### src/hw/rtl/u16550_pkg.sv
// Shared types and constants for the 16550-style UART register block.
// No dependencies; every other file of the block but u16550_ram imports this package.
package u16550_pkg;

	// Default sizes, handed down as top-level parameter defaults
	localparam int RX_DEPTH_DEF       = 64;
	localparam int LOOPBACK_LIMIT_DEF = 16;

	// Field widths fixed by the bus and line formats
	localparam int ADDR_W    = 32;
	localparam int BYTE_W    = 8;
	localparam int KIND_W    = 2;
	localparam int RX_FREE_W = 7;
	localparam int REG_SEL_W = 3;
	localparam int IER_W     = 4;

	// Item kinds
	typedef enum logic [KIND_W-1:0] {
		KIND_READ  = 2'd0,
		KIND_WRITE = 2'd1,
		KIND_RX    = 2'd2
	} kind_t;

	// Register offsets from the base address
	localparam logic [REG_SEL_W-1:0] REG_RBR_THR = 3'd0;
	localparam logic [REG_SEL_W-1:0] REG_IER     = 3'd1;
	localparam logic [REG_SEL_W-1:0] REG_IIR_FCR = 3'd2;
	localparam logic [REG_SEL_W-1:0] REG_LCR     = 3'd3;
	localparam logic [REG_SEL_W-1:0] REG_MCR     = 3'd4;
	localparam logic [REG_SEL_W-1:0] REG_LSR     = 3'd5;
	localparam logic [REG_SEL_W-1:0] REG_MSR     = 3'd6;
	localparam logic [REG_SEL_W-1:0] REG_SCR     = 3'd7;

	// Bit positions and fixed register values
	localparam int LCR_DLAB_BIT = 7;
	localparam int MCR_LOOP_BIT = 4;
	localparam int MCR_RTS_BIT  = 1;
	localparam int MCR_DTR_BIT  = 0;
	localparam int FCR_EN_BIT   = 0;
	localparam int FCR_CLR_BIT  = 1;
	localparam int IER_RX_BIT   = 0;
	localparam int IER_THR_BIT  = 1;

	localparam logic [BYTE_W-1:0] IIR_RX_CODE   = 8'h04;
	localparam logic [BYTE_W-1:0] IIR_THR_CODE  = 8'h02;
	localparam logic [BYTE_W-1:0] IIR_NONE_CODE = 8'h01;
	localparam logic [BYTE_W-1:0] IIR_FIFO_FLAG = 8'hC0;
	localparam logic [BYTE_W-1:0] LSR_IDLE      = 8'h60;
	localparam logic [BYTE_W-1:0] LSR_DR        = 8'h01;
	localparam logic [BYTE_W-1:0] MSR_LOOP_CTS  = 8'h10;
	localparam logic [BYTE_W-1:0] MSR_LOOP_DSR  = 8'h20;
	localparam logic [BYTE_W-1:0] MSR_NORMAL    = 8'h30;

	// One input item
	typedef struct packed {
		logic [KIND_W-1:0] kind;
		logic [ADDR_W-1:0] address;
		logic [BYTE_W-1:0] data;
	} step_t;

	// One result item; pop marks read data that comes from the receive store
	typedef struct packed {
		logic                 pop;
		logic [BYTE_W-1:0]    read_data;
		logic                 irq;
		logic                 tx_valid;
		logic [BYTE_W-1:0]    tx_data;
		logic [RX_FREE_W-1:0] rx_free;
	} result_t;

endpackage

### src/hw/rtl/u16550_regs.sv
// Register file, address decode and receive FIFO pointers of the UART.
// Depends on u16550_pkg; drives the receive store RAM ports.
module u16550_regs import u16550_pkg::*; #(
	parameter int RX_DEPTH       = RX_DEPTH_DEF,
	parameter int LOOPBACK_LIMIT = LOOPBACK_LIMIT_DEF
) (
	input  logic                        clk,
	input  logic                        arst_n,
	input  logic                        fire,
	input  step_t                       step,
	input  logic [ADDR_W-1:0]           base_address,
	output logic                        ram_we,
	output logic [$clog2(RX_DEPTH)-1:0] ram_waddr,
	output logic [BYTE_W-1:0]           ram_wdata,
	output logic                        ram_re,
	output logic [$clog2(RX_DEPTH)-1:0] ram_raddr,
	output result_t                     res
);

	localparam int HW    = $clog2(RX_DEPTH);
	localparam int CW    = $clog2(RX_DEPTH + 1);
	localparam int SUM_W = CW + 1;
	localparam int FW    = (CW > RX_FREE_W) ? CW : RX_FREE_W;

	// architectural state
	logic [HW-1:0]     head_q;
	logic [CW-1:0]     cnt_q;
	logic [BYTE_W-1:0] lcr_q;
	logic [BYTE_W-1:0] mcr_q;
	logic [IER_W-1:0]  ier_q;
	logic [BYTE_W-1:0] dll_q;
	logic [BYTE_W-1:0] dlm_q;
	logic [BYTE_W-1:0] scr_q;
	logic              fifo_on_q;
	logic              thr_empty_q;

	logic [HW-1:0]     head_d;
	logic [CW-1:0]     cnt_d;
	logic [IER_W-1:0]  ier_d;
	logic              thr_empty_d;

	// decode
	logic [ADDR_W-1:0]    offset;
	logic                 in_range;
	logic [REG_SEL_W-1:0] sel;
	logic                 dlab;
	logic                 loopback;
	logic                 not_empty;
	logic                 full;
	logic                 is_read;
	logic                 is_write;
	logic                 is_rx;
	logic                 thr_write;
	logic                 do_push;
	logic                 do_pop;
	logic                 fifo_clear;
	logic [SUM_W-1:0]     slot_sum;
	logic [SUM_W-1:0]     slot;
	logic [HW-1:0]        head_inc;
	logic [BYTE_W-1:0]    iir_now;
	logic [BYTE_W-1:0]    rd_mux;
	logic [FW-1:0]        free_w;

	assign offset    = step.address - base_address;
	assign in_range  = (offset[ADDR_W-1:REG_SEL_W] == '0);
	assign sel       = offset[REG_SEL_W-1:0];
	assign dlab      = lcr_q[LCR_DLAB_BIT];
	assign loopback  = mcr_q[MCR_LOOP_BIT];
	assign not_empty = (cnt_q != '0);
	assign full      = (cnt_q == CW'(RX_DEPTH));

	assign is_read   = (step.kind == KIND_READ) && in_range;
	assign is_write  = (step.kind == KIND_WRITE) && in_range;
	assign is_rx     = (step.kind == KIND_RX);
	assign thr_write = is_write && (sel == REG_RBR_THR) && !dlab;

	// FIFO push and pop, at most one per item
	assign do_pop  = is_read && (sel == REG_RBR_THR) && !dlab && not_empty;
	assign do_push = !full && (is_rx || (thr_write && loopback &&
		(32'(cnt_q) < 32'(LOOPBACK_LIMIT))));
	assign fifo_clear = is_write && (sel == REG_IIR_FCR) && step.data[FCR_CLR_BIT];

	// tail slot, wrapping at the store depth
	assign slot_sum = SUM_W'(head_q) + SUM_W'(cnt_q);
	assign slot     = (slot_sum >= SUM_W'(RX_DEPTH)) ? slot_sum - SUM_W'(RX_DEPTH) : slot_sum;
	assign head_inc = (head_q == HW'(RX_DEPTH - 1)) ? '0 : head_q + HW'(1);

	assign ram_we    = fire && do_push;
	assign ram_waddr = slot[HW-1:0];
	assign ram_wdata = step.data;
	assign ram_re    = fire && do_pop;
	assign ram_raddr = head_q;

	// next FIFO head and count, IER and THR-empty flag; all but the head feed the interrupt level
	always_comb begin
		head_d      = head_q;
		cnt_d       = cnt_q;
		ier_d       = ier_q;
		thr_empty_d = thr_empty_q;
		if (fifo_clear) begin
			head_d = '0;
			cnt_d  = '0;
		end else if (do_pop) begin
			head_d = head_inc;
			cnt_d  = cnt_q - CW'(1);
		end else if (do_push) begin
			cnt_d = cnt_q + CW'(1);
		end
		if (is_write && (sel == REG_IER) && !dlab) begin
			ier_d = step.data[IER_W-1:0];
		end
		if (thr_write) begin
			thr_empty_d = 1'b1;
		end
	end

	// interrupt identification before the item
	always_comb begin
		if (ier_q[IER_RX_BIT] && not_empty) begin
			iir_now = IIR_RX_CODE;
		end else if (ier_q[IER_THR_BIT] && thr_empty_q) begin
			iir_now = IIR_THR_CODE;
		end else begin
			iir_now = IIR_NONE_CODE;
		end
		if (fifo_on_q) begin
			iir_now = iir_now | IIR_FIFO_FLAG;
		end
	end

	// read data mux
	always_comb begin
		rd_mux = '0;
		case (sel)
			REG_RBR_THR: rd_mux = dlab ? dll_q : '0;
			REG_IER:     rd_mux = dlab ? dlm_q : BYTE_W'(ier_q);
			REG_IIR_FCR: rd_mux = iir_now;
			REG_LCR:     rd_mux = lcr_q;
			REG_MCR:     rd_mux = mcr_q;
			REG_LSR:     rd_mux = not_empty ? (LSR_IDLE | LSR_DR) : LSR_IDLE;
			REG_MSR: begin
				if (loopback) begin
					rd_mux = (mcr_q[MCR_RTS_BIT] ? MSR_LOOP_CTS : '0) |
						(mcr_q[MCR_DTR_BIT] ? MSR_LOOP_DSR : '0);
				end else begin
					rd_mux = MSR_NORMAL;
				end
			end
			REG_SCR:     rd_mux = scr_q;
			default:     rd_mux = '0;
		endcase
		if (!is_read) begin
			rd_mux = '0;
		end
	end

	// result of this item
	assign free_w = FW'(RX_DEPTH) - FW'(cnt_d);

	always_comb begin
		res           = '0;
		res.pop       = do_pop;
		res.read_data = rd_mux;
		res.irq       = (ier_d[IER_RX_BIT] && (cnt_d != '0)) ||
			(ier_d[IER_THR_BIT] && thr_empty_d);
		res.tx_valid  = thr_write && !loopback;
		res.tx_data   = (thr_write && !loopback) ? step.data : '0;
		res.rx_free   = free_w[RX_FREE_W-1:0];
	end

	// state update when the item passes to the result register
	always_ff @(posedge clk or negedge arst_n) begin
		if (!arst_n) begin
			head_q      <= '0;
			cnt_q       <= '0;
			lcr_q       <= '0;
			mcr_q       <= '0;
			ier_q       <= '0;
			dll_q       <= '0;
			dlm_q       <= '0;
			scr_q       <= '0;
			fifo_on_q   <= 1'b0;
			thr_empty_q <= 1'b0;
		end else if (fire) begin
			head_q      <= head_d;
			cnt_q       <= cnt_d;
			ier_q       <= ier_d;
			thr_empty_q <= thr_empty_d;
			if (is_write) begin
				case (sel)
					REG_RBR_THR: begin
						if (dlab) begin
							dll_q <= step.data;
						end
					end
					REG_IER: begin
						if (dlab) begin
							dlm_q <= step.data;
						end
					end
					REG_IIR_FCR: fifo_on_q <= step.data[FCR_EN_BIT];
					REG_LCR:     lcr_q <= step.data;
					REG_MCR:     mcr_q <= step.data;
					REG_SCR:     scr_q <= step.data;
					default: ;
				endcase
			end
		end
	end

endmodule

### config.mk
export PLATFORM = sky130hd
export DESIGN_NAME = u16550_regs
export DESIGN_NICKNAME = d
export VERILOG_FILES = /design/src/hw/rtl/u16550_pkg.sv /design/src/hw/rtl/u16550_regs.sv
export SDC_FILE = /design/constraint.sdc
export NUM_CORES = 1
export LEC_CHECK = 0
export BUFFER_PORTS_ARGS = -buffer_cell sky130_fd_sc_hd__buf_2
export CORE_MARGIN = 2
export CORE_UTILIZATION = 62
export CTS_BUF_LIST = sky130_fd_sc_hd__clkbuf_8
export DETAILED_ROUTE_END_ITERATION = 7
export PLACE_DENSITY = 0.95
export SYNTH_ARGS = -nofsm -noshare
export SYNTH_HDL_FRONTEND = slang
export SYNTH_SLANG_ARGS = --single-unit
### constraint.sdc
create_clock -name clk -period 10.1 [get_ports clk]
set_clock_uncertainty 0.2 [all_clocks]
set_input_delay 1.515 -clock clk [delete_from_list [all_inputs] [get_ports clk]]
set_output_delay 1.515 -clock clk [all_outputs]
set_load 0.05 [all_outputs]
==> metrics.cfg <==
[status]
status = complete, no violations

[power_and_ir_drop]
vdd_drop_max_uv = 142.1
p_leak_nw = 3.411
power_density_nw_per_um2 = 137.9

[global_routing]
gr-usage-met2_pct = 54.26
grt_use_met3_pct = 6.104
grtUsageMet1_pct = 41.69
gr-max-usage-layer = met2
antenna_found_initial = 0
grt_pass1_wl_mm = 28.69
grt_use_total_pct = 32.21
grt_overflow = 0
grt_max_degree = 60
grt_pass1_vias = 6065

[setup_path]
timing.rr.end = cnt_q[6]$_DFFE_PN0P_
r2r-start = cnt_q[0]$_DFFE_PN0P_
crit_cells = 22
slowest_delay_ps = 470
rrSetupSlack_ps = 6870
end_kind = output pin
cp_data_arrival_time_ps = 6850
critPathSlowestCell = fa_1
worst_path_dominant_cell_family = simple AND/OR/NAND/NOR gates
cp.required_ps = 8390
critPathLaunch = step[8]
critical_path.max_fanout = 14
path_cells = buf_2 > inv_1 > ha_1 > fa_1 > and2b_4 > o2111ai_4 > a211o_1 > and2_4 > o211a_1 > nor4_1 > nand4b_1 > nor4_2 > buf_4 > and3_1 > nand3_1 > and2_1 > inv_1 > ha_1 > a21boi_1 > nor4b_1 > o22ai_1 > buf_2
reg2reg_depth = 10
endpoint = res[6]
crit_type = in -> out
critPathBufInv = 5
startpoint_type = input pin

[synthesis]
yosysTopAreaCellShare_pct = 23.93
yosysWarnings = 0
ys_ff_latch = 59
synth_edf_count = 0
synthCells = 767
yosysSeqAreaShare_pct = 23.93
syn_nets = 887
async_flop_share_pct = 100.0
synth_ff_type = dfrtp_1
synthesis.area_um2 = 6170
synth_cell_types = 80
postSynthAreaPerCell_um2 = 8.044
synth_area_leaders = dfrtp_1 24%, mux2_2 9.1%, ha_1 8.3%, nand2_1 4.9%, a21oi_1 4.9%
yosys.area.top_type = dfrtp_1

[timing]
drv_slew = 0
max_freq_mhz = 116.7
worst_hold_slack_ps = 309.6
rsz0062_at_grt = false
period_share_pct = 84.84
final.setup.tns_ps = 0
finalSetupViolations = 0
finalCriticalPeriod_ps = 8569
worst_pin_slew_ps = 880.2
final_hold_viol_count = 0
relSlewSlack_pct = 41.00

[cells_and_area]
multi_input_comb_area_um2 = 4242
area_growth_pct = 12.78
antenna_cells = 0
layout.cells.most_common = buf_2
drive_above_1_share_pct = 25.46
finalNetCount = 980
nFillCells = 786
seqCellArea_um2 = 1476
final_area_um2 = 6958
mostFrequentLayoutCells = 124 x buf_2, 81 x nand2_1, 62 x inv_1, 60 x a21oi_1, 59 x dfrtp_1

[clock_network]
cts.path.max_buffers = 2
hold_buffers = 0
cts_inserted_buffers = 9
postCtsSetupBuffers = 0
cts-root-buf = clkbuf_8
cts_htree_levels = 3
cts_tree = yes
numClockSinks = 59
clk_pin_slew_worst_paths_ps = 70
clk_latency_ps = 350
cts-resized-gates = 0

[routing]
drtIter0Drc = 568
drc = 0
ant_nets = 0
viasPerCell = 6.355
wirelength_mm = 17.14
wl_per_cell_um = 17.19
vias = 6336
drtPass1Iterations = 7

[place]
placed_cell_area_um2 = 6775
place_congestion = 0.9315
numPortBuffers = 124
hpwlAfterDp_mm = 12.82

[floorplan]
die_area_um2 = 10770
ios = 125
start_util_pct = 63.41
core-area_um2 = 9729
rows = 36
die_x_um = 103.8
die_h_um = 103.8

[job]
max_cap_viol_count = 0

[hold_path]
hp-class = reg -> reg

==> state kept, by name, indices dropped and copies added, names as in the netlist, 4 cells and up <==
register,cells
mcr_q,8
scr_q,8
cnt_q,7
ram_raddr,6
dll_q,8
lcr_q,8
dlm_q,8
ier_q,4
==> synth_stat cells, drive strengths merged, types with 6 or more instances <==
cell / count
a31oi: 9
a311oi: 6
a21o: 7
nand2: 81
o31ai: 8
ha: 41
clkbuf: 30
buf: 17
mux2i: 10
a21boi: 6
xnor2: 21
inv: 62
o21ai: 42
nor3: 23
and3: 10
mux2: 51
a21oi: 61
o21a: 11
and2: 19
xor2: 8
nand4: 19
nand3: 23
nor4: 13
dfrtp: 59
nor2: 43
==> layout make-up <==
class                   count  area share (%)
well taps                 133           2.392
clock buffers               9           1.780
multi-input cells         599           60.96
repair buffers            129           9.459
inverters                  62           3.345
clock inverters             6          0.8452
flip-flops and latches     59           21.22
==> worst reg2reg max path, delay by kind of cell (launching register included) <==
kind            cells  cell delay, ps
buf+inv             1             170
compound gates      3             610
fa+ha+maj           1             270
flops               1             530
simple gates        4            1190
xor+xnor            1             160
==> cell families after synthesis <==
| kind of cell | share of synthesized area, % |
|---|---|
| muxes | 11.36 |
| buffers and inverters | 7.443 |
| adders and majority gates | 8.964 |
| xor gates and xnor gates | 4.360 |
| and+or+nand+nor | 22.06 |
| DFF | 23.93 |
| AOI/OAI and AO/OA | 21.88 |
==> report_power, final <==
group | internal, mW | total (mW) | switching (mW)
Sequential | 0.244 | 0.264 | 0.0205
Clock | 0.111 | 0.206 | 0.0954
Combinational | 0.158 | 0.489 | 0.331
==> per-stage QoR <==
step	total power [mW]	setup slack, ps	util [%]	instances
6_report	0.9595	1531	71.51	997
5_1_grt	1.014	1167	71.51	997
4_1_cts	0.9542	1636	71.51	997
3_5_place_dp	0.7469	1651	69.64	982
3_3_place_gp	0.7422	1794	69.64	982
2_1_floorplan	0.6391	1411	-	767
==> per-layer routing <==
layer  wire [um]  part of all wire, %
met5           0                    0
met4         496                  2.9
met2        8273                   48
met3        1346                  7.9
met1        7023                   41
==> how the worst min path moves through the flow <==
stage                         startpoint              endpoint  depth (start not counted)
floorplan           dll_q[0]$_DFFE_PN0P_  dll_q[0]$_DFFE_PN0P_                          2
global placement    dll_q[0]$_DFFE_PN0P_  dll_q[0]$_DFFE_PN0P_                          2
detailed placement  lcr_q[5]$_DFFE_PN0P_  lcr_q[5]$_DFFE_PN0P_                          1
CTS                 ier_q[2]$_DFFE_PN0P_  ier_q[2]$_DFFE_PN0P_                          1
global route        dll_q[6]$_DFFE_PN0P_  dll_q[6]$_DFFE_PN0P_                          1
finish              lcr_q[2]$_DFFE_PN0P_  lcr_q[2]$_DFFE_PN0P_                          1
(Power assumes the default switching activity.)
